**src/dpg_pkg.sv**
```systemverilog
// ----------------------------------------------------------------------------
// dpg_pkg: shared types and constants of the dithered PWM generator
// Register indexes, word widths and the status and configuration bundles
// that pass between the generator's modules.
// ----------------------------------------------------------------------------
package dpg_pkg;

	// Configuration port geometry.
	localparam int CFG_INDEX_W = 3;
	localparam int CFG_DATA_W  = 16;

	// Register indexes on the configuration port.
	localparam logic [CFG_INDEX_W-1:0] REG_PRESCALE      = 3'd0;
	localparam logic [CFG_INDEX_W-1:0] REG_PERIOD        = 3'd1;
	localparam logic [CFG_INDEX_W-1:0] REG_BASE_DUTY     = 3'd2;
	localparam logic [CFG_INDEX_W-1:0] REG_EXTRA_DUTY    = 3'd3;
	localparam logic [CFG_INDEX_W-1:0] REG_DITHER_LENGTH = 3'd4;
	localparam logic [CFG_INDEX_W-1:0] REG_ACTIVE_LOW    = 3'd5;

	// Reset values of the registers.
	localparam logic [15:0] PRESCALE_RST      = 16'd1;
	localparam logic [15:0] PERIOD_RST        = 16'hFFFF;
	localparam logic [15:0] DITHER_LENGTH_RST = 16'd1;

	// Field widths.
	localparam int DUTY_W    = 16;
	localparam int COMPARE_W = 17;

	// Stream word widths.
	localparam int IN_DATA_W  = 8;
	localparam int OUT_DATA_W = 24;

	// Dither settings handed to the compare loader.
	typedef struct packed {
		logic [DUTY_W-1:0] base_duty;
		logic [DUTY_W-1:0] extra_duty;
		logic [DUTY_W-1:0] dither_length;
	} dither_cfg_t;

	// Status coming back from the compare loader.
	typedef struct packed {
		logic                 busy;
		logic [COMPARE_W-1:0] compare_next;
	} dither_stat_t;

endpackage

```
**src/dithered_pwm_generator.sv**
```systemverilog
// ----------------------------------------------------------------------------
// dithered_pwm_generator: PWM timer with a sigma-delta dithered compare
// Each input word is one tick; the block answers every tick with one word
// giving the pin level, a period-start flag and the compare in use. It
// takes one word per clock and holds up to two finished words, so the
// input keeps flowing while the output is briefly stalled. The one
// exception: when dither_length is lowered so far that accumulator plus
// fraction reach twice the length, the next period start occupies the
// remainder unit, and s_tready stays low while it is busy.
// ----------------------------------------------------------------------------
module dithered_pwm_generator #(
	parameter int COUNT_WIDTH = 16
) (
	input  logic                               clk,
	input  logic                               arst_n,
	// Configuration write port.
	input  logic                               cfg_we,
	input  logic [dpg_pkg::CFG_INDEX_W-1:0]    cfg_index,
	input  logic [dpg_pkg::CFG_DATA_W-1:0]     cfg_wdata,
	// Input stream; tdata: [0] run, [7:1] zero.
	input  logic                               s_tvalid,
	output logic                               s_tready,
	input  logic [dpg_pkg::IN_DATA_W-1:0]      s_tdata,
	// Output stream; tdata: [0] pwm_level, [1] period_start,
	// [18:2] compare_in_use, [23:19] zero.
	output logic                               m_tvalid,
	input  logic                               m_tready,
	output logic [dpg_pkg::OUT_DATA_W-1:0]     m_tdata
);
	import dpg_pkg::*;

	localparam int LVL_W = (COUNT_WIDTH > COMPARE_W) ? COUNT_WIDTH : COMPARE_W;

	logic [15:0]            prescale_q;
	logic [15:0]            period_q;
	dither_cfg_t            dither_cfg_q;
	logic                   active_low_q;

	logic                   accept;
	logic                   step;
	logic [COUNT_WIDTH-1:0] count_next;
	logic                   wrap;
	dither_stat_t           dstat;
	logic                   level;
	logic [OUT_DATA_W-1:0]  word;
	logic                   pop;

	logic                   out_valid_q;
	logic [OUT_DATA_W-1:0]  out_data_q;
	logic                   skid_valid_q;
	logic [OUT_DATA_W-1:0]  skid_data_q;

	// Configuration registers.
	always_ff @(posedge clk or negedge arst_n) begin
		if (!arst_n) begin
			prescale_q                 <= PRESCALE_RST;
			period_q                   <= PERIOD_RST;
			dither_cfg_q.base_duty     <= '0;
			dither_cfg_q.extra_duty    <= '0;
			dither_cfg_q.dither_length <= DITHER_LENGTH_RST;
			active_low_q               <= 1'b0;
		end else if (cfg_we) begin
			case (cfg_index)
				REG_PRESCALE:      prescale_q                 <= cfg_wdata;
				REG_PERIOD:        period_q                   <= cfg_wdata;
				REG_BASE_DUTY:     dither_cfg_q.base_duty     <= cfg_wdata;
				REG_EXTRA_DUTY:    dither_cfg_q.extra_duty    <= cfg_wdata;
				REG_DITHER_LENGTH: dither_cfg_q.dither_length <= cfg_wdata;
				REG_ACTIVE_LOW:    active_low_q               <= cfg_wdata[0];
				default: begin
				end
			endcase
		end
	end

	// Handshake: room in the skid stage and no remainder folding under way.
	assign s_tready = !skid_valid_q && !dstat.busy;
	assign accept   = s_tvalid && s_tready;
	assign step     = accept && s_tdata[0];

	dpg_timebase #(
		.COUNT_WIDTH (COUNT_WIDTH)
	) u_timebase (
		.clk        (clk),
		.arst_n     (arst_n),
		.step       (step),
		.prescale   (prescale_q),
		.period     (period_q),
		.count_next (count_next),
		.wrap       (wrap)
	);

	dpg_dither u_dither (
		.clk    (clk),
		.arst_n (arst_n),
		.load   (wrap),
		.cfg    (dither_cfg_q),
		.stat   (dstat)
	);

	// Result word from the state after this tick.
	always_comb begin
		level = (LVL_W'(count_next) < LVL_W'(dstat.compare_next)) ^ active_low_q;
		word  = {(OUT_DATA_W - COMPARE_W - 2)'(0), dstat.compare_next, wrap, level};
	end

	// Output register with a skid stage behind it.
	assign pop = out_valid_q && m_tready;

	always_ff @(posedge clk or negedge arst_n) begin
		if (!arst_n) begin
			out_valid_q  <= 1'b0;
			skid_valid_q <= 1'b0;
		end else if (pop) begin
			if (skid_valid_q) begin
				out_valid_q  <= 1'b1;
				skid_valid_q <= 1'b0;
			end else begin
				out_valid_q <= accept;
			end
		end else if (accept) begin
			if (out_valid_q) begin
				skid_valid_q <= 1'b1;
			end else begin
				out_valid_q <= 1'b1;
			end
		end
	end

	always_ff @(posedge clk) begin
		if (pop) begin
			if (skid_valid_q) begin
				out_data_q <= skid_data_q;
			end else if (accept) begin
				out_data_q <= word;
			end
		end else if (accept) begin
			if (out_valid_q) begin
				skid_data_q <= word;
			end else begin
				out_data_q <= word;
			end
		end
	end

	assign m_tvalid = out_valid_q;
	assign m_tdata  = out_data_q;

endmodule

```
**src/dpg_modunit.sv**
```systemverilog
// ----------------------------------------------------------------------------
// dpg_modunit: iterative remainder unit
// Restoring remainder of a 17-bit dividend by a 16-bit divisor, one
// quotient bit per cycle. Used only when the accumulator must be folded
// back below a freshly shortened dither length.
// ----------------------------------------------------------------------------
module dpg_modunit (
	input  logic        clk,
	input  logic        arst_n,
	input  logic        start,
	input  logic [16:0] dividend,
	input  logic [15:0] divisor,
	output logic        busy,
	output logic        done,
	output logic [15:0] remainder
);
	import dpg_pkg::*;

	localparam int STEPS = 17;
	localparam int CNT_W = $clog2(STEPS);

	logic             busy_q;
	logic [CNT_W-1:0] cnt_q;
	logic [16:0]      rem_q;
	logic [16:0]      dvd_q;
	logic [15:0]      dvs_q;
	logic [16:0]      rem_sh;
	logic [16:0]      rem_d;

	// One restoring step: shift in the next dividend bit, subtract if it fits.
	always_comb begin
		rem_sh = {rem_q[15:0], dvd_q[16]};
		if (rem_sh >= {1'b0, dvs_q}) begin
			rem_d = rem_sh - {1'b0, dvs_q};
		end else begin
			rem_d = rem_sh;
		end
	end

	// Control and datapath registers.
	always_ff @(posedge clk or negedge arst_n) begin
		if (!arst_n) begin
			busy_q <= 1'b0;
			cnt_q  <= '0;
		end else if (start) begin
			busy_q <= 1'b1;
			cnt_q  <= CNT_W'(STEPS - 1);
		end else if (busy_q) begin
			if (cnt_q == '0) begin
				busy_q <= 1'b0;
			end
			cnt_q <= cnt_q - 1'b1;
		end
	end

	always_ff @(posedge clk) begin
		if (start) begin
			rem_q <= '0;
			dvd_q <= dividend;
			dvs_q <= divisor;
		end else if (busy_q) begin
			rem_q <= rem_d;
			dvd_q <= {dvd_q[15:0], 1'b0};
		end
	end

	assign busy      = busy_q;
	assign done      = busy_q && (cnt_q == '0);
	assign remainder = rem_d[15:0];

endmodule

```
**src/dpg_dither.sv**
```systemverilog
// ----------------------------------------------------------------------------
// dpg_dither: first-order dither accumulator and compare loader
// At each period start the accumulator adds the saturated fraction modulo
// the dither length, and the compare becomes base_duty or base_duty + 1.
// ----------------------------------------------------------------------------
module dpg_dither (
	input  logic                clk,
	input  logic                arst_n,
	input  logic                load,
	input  dpg_pkg::dither_cfg_t cfg,
	output dpg_pkg::dither_stat_t stat
);
	import dpg_pkg::*;

	logic [DUTY_W-1:0]    acc_q;
	logic [COMPARE_W-1:0] cmp_q;

	logic [DUTY_W-1:0]    len;
	logic [DUTY_W-1:0]    len_m1;
	logic [DUTY_W-1:0]    ext;
	logic [16:0]          sum;
	logic [16:0]          diff;
	logic                 carry;
	logic                 need_mod;
	logic [DUTY_W-1:0]    acc_new;
	logic [COMPARE_W-1:0] cmp_new;

	logic                 mod_busy;
	logic                 mod_done;
	logic [DUTY_W-1:0]    mod_rem;

	// Next accumulator and compare for a period start.
	always_comb begin
		len      = (cfg.dither_length == '0) ? DUTY_W'(1) : cfg.dither_length;
		len_m1   = len - 1'b1;
		ext      = (cfg.extra_duty > len_m1) ? len_m1 : cfg.extra_duty;
		sum      = {1'b0, acc_q} + {1'b0, ext};
		carry    = sum >= {1'b0, len};
		diff     = sum - {1'b0, len};
		need_mod = carry && (diff >= {1'b0, len});
		acc_new  = carry ? diff[DUTY_W-1:0] : sum[DUTY_W-1:0];
		cmp_new  = carry ? ({1'b0, cfg.base_duty} + 1'b1) : {1'b0, cfg.base_duty};
	end

	// The accumulator only lands above the length after the length is
	// lowered; the remainder unit then folds it back below the length.
	dpg_modunit u_mod (
		.clk       (clk),
		.arst_n    (arst_n),
		.start     (load && need_mod),
		.dividend  (diff),
		.divisor   (len),
		.busy      (mod_busy),
		.done      (mod_done),
		.remainder (mod_rem)
	);

	// Accumulator and active compare.
	always_ff @(posedge clk or negedge arst_n) begin
		if (!arst_n) begin
			acc_q <= '0;
			cmp_q <= '0;
		end else if (load) begin
			acc_q <= acc_new;
			cmp_q <= cmp_new;
		end else if (mod_done) begin
			acc_q <= mod_rem;
		end
	end

	assign stat.busy         = mod_busy;
	assign stat.compare_next = load ? cmp_new : cmp_q;

endmodule

```
**src/dpg_timebase.sv**
```systemverilog
// ----------------------------------------------------------------------------
// dpg_timebase: prescaler and PWM period counter
// The prescaler counts ticks; each time it expires the period counter
// advances, and it wraps to zero on reaching or passing the period.
// ----------------------------------------------------------------------------
module dpg_timebase #(
	parameter int COUNT_WIDTH = 16
) (
	input  logic                   clk,
	input  logic                   arst_n,
	input  logic                   step,
	input  logic [15:0]            prescale,
	input  logic [15:0]            period,
	output logic [COUNT_WIDTH-1:0] count_next,
	output logic                   wrap
);
	import dpg_pkg::*;

	localparam int CMP_W = (COUNT_WIDTH > 16) ? COUNT_WIDTH : 16;

	logic [COUNT_WIDTH-1:0] pre_q;
	logic [COUNT_WIDTH-1:0] cnt_q;
	logic [COUNT_WIDTH-1:0] pre_inc;
	logic [COUNT_WIDTH-1:0] cnt_inc;
	logic [15:0]            pre_lim;
	logic [15:0]            per_lim;
	logic                   pre_exp;
	logic                   cnt_exp;
	logic [COUNT_WIDTH-1:0] pre_next;

	// Expiry tests: reached or passed the limit, or wrapped round.
	always_comb begin
		pre_lim  = (prescale == '0) ? 16'd1 : prescale;
		per_lim  = (period == '0) ? 16'd1 : period;
		pre_inc  = pre_q + 1'b1;
		cnt_inc  = cnt_q + 1'b1;
		pre_exp  = (CMP_W'(pre_inc) >= CMP_W'(pre_lim)) || (pre_inc == '0);
		cnt_exp  = (CMP_W'(cnt_inc) >= CMP_W'(per_lim)) || (cnt_inc == '0);
		pre_next   = pre_q;
		count_next = cnt_q;
		wrap       = 1'b0;
		if (step) begin
			if (pre_exp) begin
				pre_next = '0;
				if (cnt_exp) begin
					count_next = '0;
					wrap       = 1'b1;
				end else begin
					count_next = cnt_inc;
				end
			end else begin
				pre_next = pre_inc;
			end
		end
	end

	// Counter state.
	always_ff @(posedge clk or negedge arst_n) begin
		if (!arst_n) begin
			pre_q <= '0;
			cnt_q <= '0;
		end else begin
			pre_q <= pre_next;
			cnt_q <= count_next;
		end
	end

endmodule

```
**config.mk**
```make
export PLATFORM = sky130hd
export DESIGN_NAME = dithered_pwm_generator
export DESIGN_NICKNAME = d
export VERILOG_FILES = /design/src/dpg_pkg.sv /design/src/dithered_pwm_generator.sv /design/src/dpg_modunit.sv /design/src/dpg_dither.sv /design/src/dpg_timebase.sv
export SDC_FILE = /design/constraint.sdc
export NUM_CORES = 1
export LEC_CHECK = 0
export ABC_AREA = 1
export CORE_MARGIN = 2
export CORE_UTILIZATION = 46
export DETAILED_ROUTE_END_ITERATION = 8
export DONT_BUFFER_PORTS = 1
export SETUP_SLACK_MARGIN = 0.2
export SLEW_MARGIN = 10
export SYNTH_ARGS = -nofsm -noshare
export SYNTH_HDL_FRONTEND = slang
export SYNTH_SLANG_ARGS = --single-unit
```
**constraint.sdc**
```tcl
create_clock -name clk -period 12.7 [get_ports clk]
set_input_delay 1.905 -clock clk [delete_from_list [all_inputs] [get_ports clk]]
set_output_delay 1.905 -clock clk [all_outputs]
set_load 0.05 [all_outputs]
```
* Word-level counts from Yosys, hierarchy flattened
Index checks and enable logic that the tools add are counted.
Operators by class: reduce and logical (&&, ||, !) cells 32, multipliers 0, shift operators 0, bitwise gates (word level) 2, divide/modulo/power cells 0, $lt $le $gt $ge 7, multiplexer cells 35, equality and inequality tests 6, $add $sub $neg 8
Operators by type and width (number):
- $mux 16 | 12
- $mux 24 | 5
- $logic_not 16->1 | 5
- $mux 17 | 4
- $ge 17x16->1 | 3
- $add 16x1->16 const B | 2
- $ge 16x16->1 | 2
- $add 16x1->17 const B | 1
- $add 16x16->17 | 1
- $lt 16x17->1 | 1
- $sub 17x16->17 | 1
- $gt 16x16->1 | 1
- $sub 16x1->16 const B | 1
- $sub 16x16->16 | 1
- $reduce_and 2->1 | 7
- $mux 1 | 12
- $mux 5 | 2
- $reduce_bool 2->1 | 5
- $logic_and 1x1->1 | 7
- $eq 3x2->1 const B | 2
- $eq 3x3->1 const B | 2
- $reduce_and 3->1 | 2
- $logic_not 5->1 | 1
- $sub 5x1->5 const B | 1
- other kinds (7) | 9
Storage, ports and cells: input port bits 32, register bits after elaboration 246, RAM bits 0, bits in latches 0, memories 0, output and inout bits 26, logic and storage cells 109, bits in read-only memories 0

* Logic depth before layout (Yosys ltp)
depth in word-level cells 14, mapped depth 61, mapped depth without buffers 60

* Hierarchy
From an unflattened synthesis, not the netlist that was laid out.
Unflattened totals: cells, all modules 2389, area total of the unflattened synthesis 17290.3 um^2
Modules (own cells, without submodules):
- dpg_dither | sequential area each 825.8 um^2, area an instance 5499.0 um^2, times used 1, cells an instance 942
- dithered_pwm_generator | sequential area each 3240.6 um^2, area an instance 5147.4 um^2, times used 1, cells an instance 480
- dpg_modunit | sequential area each 1461.4 um^2, area an instance 3434.5 um^2, times used 1, cells an instance 461
- dpg_timebase | sequential area each 800.8 um^2, area an instance 3209.3 um^2, times used 1, cells an instance 506

* Least setup slack after synthesis
No wires, ideal clock.
path type reg-to-reg, from register dither_cfg_q[13] (netlist name), to register out_data_q[0], in the netlist m_tdata[0], data pin, data required time 12.447 ns, path buffers 2, setup time 0.253 ns, setup slack 4.544 ns, stages on the path, launching flop included 58, data arrival time 7.904 ns, period minus slack after synthesis 8.156 ns, cell sequence dfrtp_1 inv_1 nand2_1 nor4_1 nand4_1 o21ai_1 inv_1 ha_1 nand2_1 nor2_1 and3_1 nand3_1 nor3_1 xor2_1 ha_1 nand4_1 o41ai_1 clkbuf_1 (+22 left out) nand2_1 nand2_1 nand3_1 o21ai_2 inv_1 ha_1 a21oi_1 nor2_1 a211oi_1 o221ai_1 a21oi_1 nand2_1 nand3_1 nand2_1 nand2_1 nand2_1 nand2_1 nand2_1
RTL lines:
- start: declaration | line dithered_pwm_generator.sv:36 | dither_cfg_t dither_cfg_q;
- end signal: assignment | line dithered_pwm_generator.sv:133 | out_data_q <= skid_data_q;
- end signal: assignment | line dithered_pwm_generator.sv:135 | out_data_q <= word;
- end signal: assignment | line dithered_pwm_generator.sv:141 | out_data_q <= word;
- end: declaration | line dithered_pwm_generator.sv:49 | logic [OUT_DATA_W-1:0] out_data_q;

* Worst setup path after layout
from register dither_cfg_q[13] (netlist name), to register u_dither.u_mod.dvd_q[5], data pin
On the way: longest elaborated chain between the ends 11, elaborated cells on any way between the ends 12, classes of those cells 3 x add/sub; 3 x order compare; 3 x mux; 3 x reduce/logical
RTL lines:
- $logic_not 16->1 * | line dpg_dither.sv:34 | len = (cfg.dither_length == '0) ? DUTY_W'(1) : cfg.dither_length;
- $mux 16 * | line dpg_dither.sv:34
- named net u_dither.len[0] | line dpg_dither.sv:18 | logic [DUTY_W-1:0] len;
- $sub 16x1->16 | line dpg_dither.sv:35 | len_m1 = len - 1'b1;
- $gt 16x16->1 | line dpg_dither.sv:36 | ext = (cfg.extra_duty > len_m1) ? len_m1 : cfg.extra_duty;
- $mux 16 | line dpg_dither.sv:36
- $add 16x16->17 | line dpg_dither.sv:37 | sum = {1'b0, acc_q} + {1'b0, ext};
- $sub 17x16->17 | line dpg_dither.sv:39 | diff = sum - {1'b0, len};
- $ge 17x16->1 | line dpg_dither.sv:40 | need_mod = carry && (diff >= {1'b0, len});
- $logic_and 1x1->1 * | line dpg_dither.sv:40
- $logic_and 1x1->1 * | line dpg_dither.sv:50 | .start (load && need_mod),
- named net u_dither.u_mod.start | line dpg_modunit.sv:10 | input logic start,
- $mux 17 * | line dpg_modunit.sv:57 | if (start) begin
- end signal: assignment | line dpg_modunit.sv:59 | dvd_q <= dividend;
- end signal: assignment | line dpg_modunit.sv:63 | dvd_q <= {dvd_q[15:0], 1'b0};
- end: declaration | line dpg_modunit.sv:25 | logic [16:0] dvd_q;
Mark *: on every way through the listed nets, which the timed path passes. The rest lies on a longest branch. A chain may end at the register's enable or synchronous reset.

==> flow_summary.yaml <==
logic_synthesis:
  async_reset_ff_frac: 0.6390
  synth_area_per_cell_um2: 7.888
  synth-seq-cells: 241
  synth-edff-count: 71
  yosysUniqueCellTypes: 52
  ys.warnings.count: 0
  synthesis.area_um2: 15430
  synth-main-ff-cell: "dfrtp_1"
  syn-instance-count: 1956
  seq_area_frac_synth: 0.4102
timing:
  setup_violations: 0
  maxSlewViolCount: 0
  tns_ps: 0
  fin_crit_sh: 0.8522
  worstMarginPinSlew_ps: 1122
  fmax_mhz: 92.39
  period_needed_ps: 10820
  fin_skew_ps: 31.07
  rsz0062_at_grt: "no"
  slew_headroom: 0.2511
  final_hold_viol_count: 0
critical_path:
  rr_worst_depth: 47
  path_max_fanout: 34
  cp.arrival_ps: 11240
  r2r_start: "dither_cfg_q[13]$_DFFE_PN0P_"
  critical_path_class: "flop to flop"
  r2r-end: "u_dither.u_mod.dvd_q[5]$_DFFE_PP_"
  required_ps: 13110
  max_stage_delay_ps: 830
  worstSetupStartpointType: "flop"
  critPathCaptureType: "flop"
  cpMaxStageDelayCell: "inv_1"
  critical_path.most_common_cell: "nand2_1"
  rrSetupSlack_ps: 1880
cells_and_area:
  mostFrequentLayoutCells: "nand2_1 (484), inv_1 (277), o21ai_0 (183), dfrtp_1 (136), ha_1 (134)"
  nFillCells: 3223
  multi_input_comb_area_um2: 7787
  fin_area_um2: 16760
  final_core_util: 0.5035
  area_growth_pct: 8.612
  final_cells: 2399
  drive_gt1_frac: 0.05946
  fin_nets: 2100
  final_common_cell: "nand2_1"
  regArea_um2: 6329
  antenna_cells: 0
global_route:
  grt_overflow: 0
  antenna_found_initial: 0
  track_usage: 0.2256
  grt_max_degree: 155
  grt_first_pass_wirelength_um: 63580
  grt_pass1_vias: 12090
die:
  fp-row-count: 67
  ioPinCount: 58
  core-area_um2: 33280
  die_area_um2: 35020
  fp.dieW_um: 187.1
  die_h_um: 187.1
  initial_core_util: 0.4636
place:
  gp_congestion: 0.9006
  dpl.hpwl_um: 29600
  port_buffers: 0
  dp_cells: 2350
  postPlaceCellArea_um2: 15780
hold_path:
  min_delay_path_depth: 2
  hp-start: "u_dither.u_mod.rem_q[15]$_SDFFE_PP0P_"
  hold-path-endpoint: "u_dither.u_mod.rem_q[15]$_SDFFE_PP0P_"
  hp-class: "flop to flop"
clock_tree:
  cts_tree: "built"
  clockBufferDepth: 3
  insertion_delay_ps: 550
  clk_pin_slew_ps: 60
  htreeDepth: 1
  ctsResizeCount: 0
  root_buffer: "clkbuf_16"
  cts_setup_buffers: 0
  cts_hold_buf: 0
  numCtsBuffers: 27
  clock_sinks: 241
route:
  routed_wl_um: 39390
  dr.pass1.iters: 5
  viasPerCell: 5.266
  drc: 0
  via_count: 12630
  ant_nets: 0
  wire_per_inst_um: 16.42
  drt_iter0_markers: 988
status:
  status: "complete, no violations"
run:
  cap_violations: 0
state kept, by name, summed over array words and instances, names as in the netlist:
| register | count |
|---|---|
| u_dither.acc_q | 16 |
| u_dither.u_mod.busy | 1 |
| u_dither.u_mod.dvs_q | 16 |
| u_timebase.pre_q | 16 |
| prescale_q | 16 |
| u_timebase.cnt_q | 16 |
| u_dither.u_mod.rem_q | 16 |
| dither_cfg_q | 48 |
| skid_data_q | 19 |
| u_dither.u_mod.dvd_q | 17 |
| active_low_q | 1 |
| m_tvalid | 1 |
| skid_valid_q | 1 |
| m_tdata | 19 |
| u_dither.cmp_q | 17 |
| u_dither.u_mod.cnt_q | 5 |
| period_q | 16 |
final cells by class:
type / count / share of cell area
Multi-Input combinational cell: 1375 / 0.4647
Sequential cell: 241 / 0.3777
Inverter: 279 / 0.06250
Clock buffer: 35 / 0.04652
Tap cell: 448 / 0.03345
Clock inverter: 14 / 0.01202
Timing Repair Buffer: 7 / 0.003136
worst max path at each step:
stage	from	to	slack, ps	depth (start not counted)
CTS	dither_cfg_q[7]$_DFFE_PN0P_	u_dither.u_mod.dvd_q[5]$_DFFE_PP_	2000	47
detailed placement	dither_cfg_q[13]$_DFFE_PN0P_	u_dither.u_mod.dvd_q[5]$_DFFE_PP_	2040	47
floorplan	dither_cfg_q[13]$_DFFE_PN0P_	m_tdata[0]$_DFFE_PP_	4540	57
finish	dither_cfg_q[13]$_DFFE_PN0P_	u_dither.u_mod.dvd_q[5]$_DFFE_PP_	1880	47
global placement	dither_cfg_q[13]$_DFFE_PN0P_	u_dither.u_mod.dvd_q[5]$_DFFE_PP_	2190	47
global route	dither_cfg_q[13]$_DFFE_PN0P_	u_dither.u_mod.dvd_q[5]$_DFFE_PP_	770	47
critical path: cells and delay by family, from the launching register on:
family / cells / cell delay (ps)
adder cells (fa/ha/maj): 5 / 1580
buffers and inverters: 5 / 1600
XOR/XNOR: 3 / 670
AO/OA/AOI/OAI: 12 / 3180
AND/OR/NAND/NOR: 22 / 3250
flip-flops: 1 / 430
metal layers:
metal | global-route usage | vias to the layer above | routed length [µm]
met4 | 0.05250 | 0 | 921
met1 | 0.3336 | 5893 | 19660
met5 | 0 | - | 0
met3 | 0.02345 | 61 | 1675
li1 | - | 6394 | -
met2 | 0.3566 | 286 | 17130
cell families (layout without fill, tap and decap cells):
kind of cell	count (synthesis)	count (layout)	share of synthesized area
flops	241	241	0.4102
fa+ha+maj	137	137	0.1126
xor+xnor	69	69	0.03917
buf+inv	344	335	0.08669
other cells	1	5	0.0002431
simple gates	761	761	0.2071
mux	1	1	0.0006488
compound gates	402	402	0.1434
stage by stage:
stage                     hold WS (ps)  setup WS [ps]
after floorplan                  443.7           4544
after global placement           467.8           2189
after detailed placement         468.6           2045
after CTS                        478.8           1998
after global routing             502.4          775.0
final                            473.5           1877
synthesized netlist by cell type, drive strengths merged (33+ instances only):
library cell	instances	area, µm²
nand2	492	1867
inv	279	1047
o21ai	227	1174
dfrtp	136	3403
ha	134	1677
nor2	124	500.5
a21oi	102	514.2
edfxtp	71	2132
nand3	62	327.8
xor2	47	411.6
clkbuf	46	172.7
nand4	33	206.5
Power is left out: the tool's default activity adds up to more than one toggle a clock period on the data nets, which glitch-free logic cannot reach.
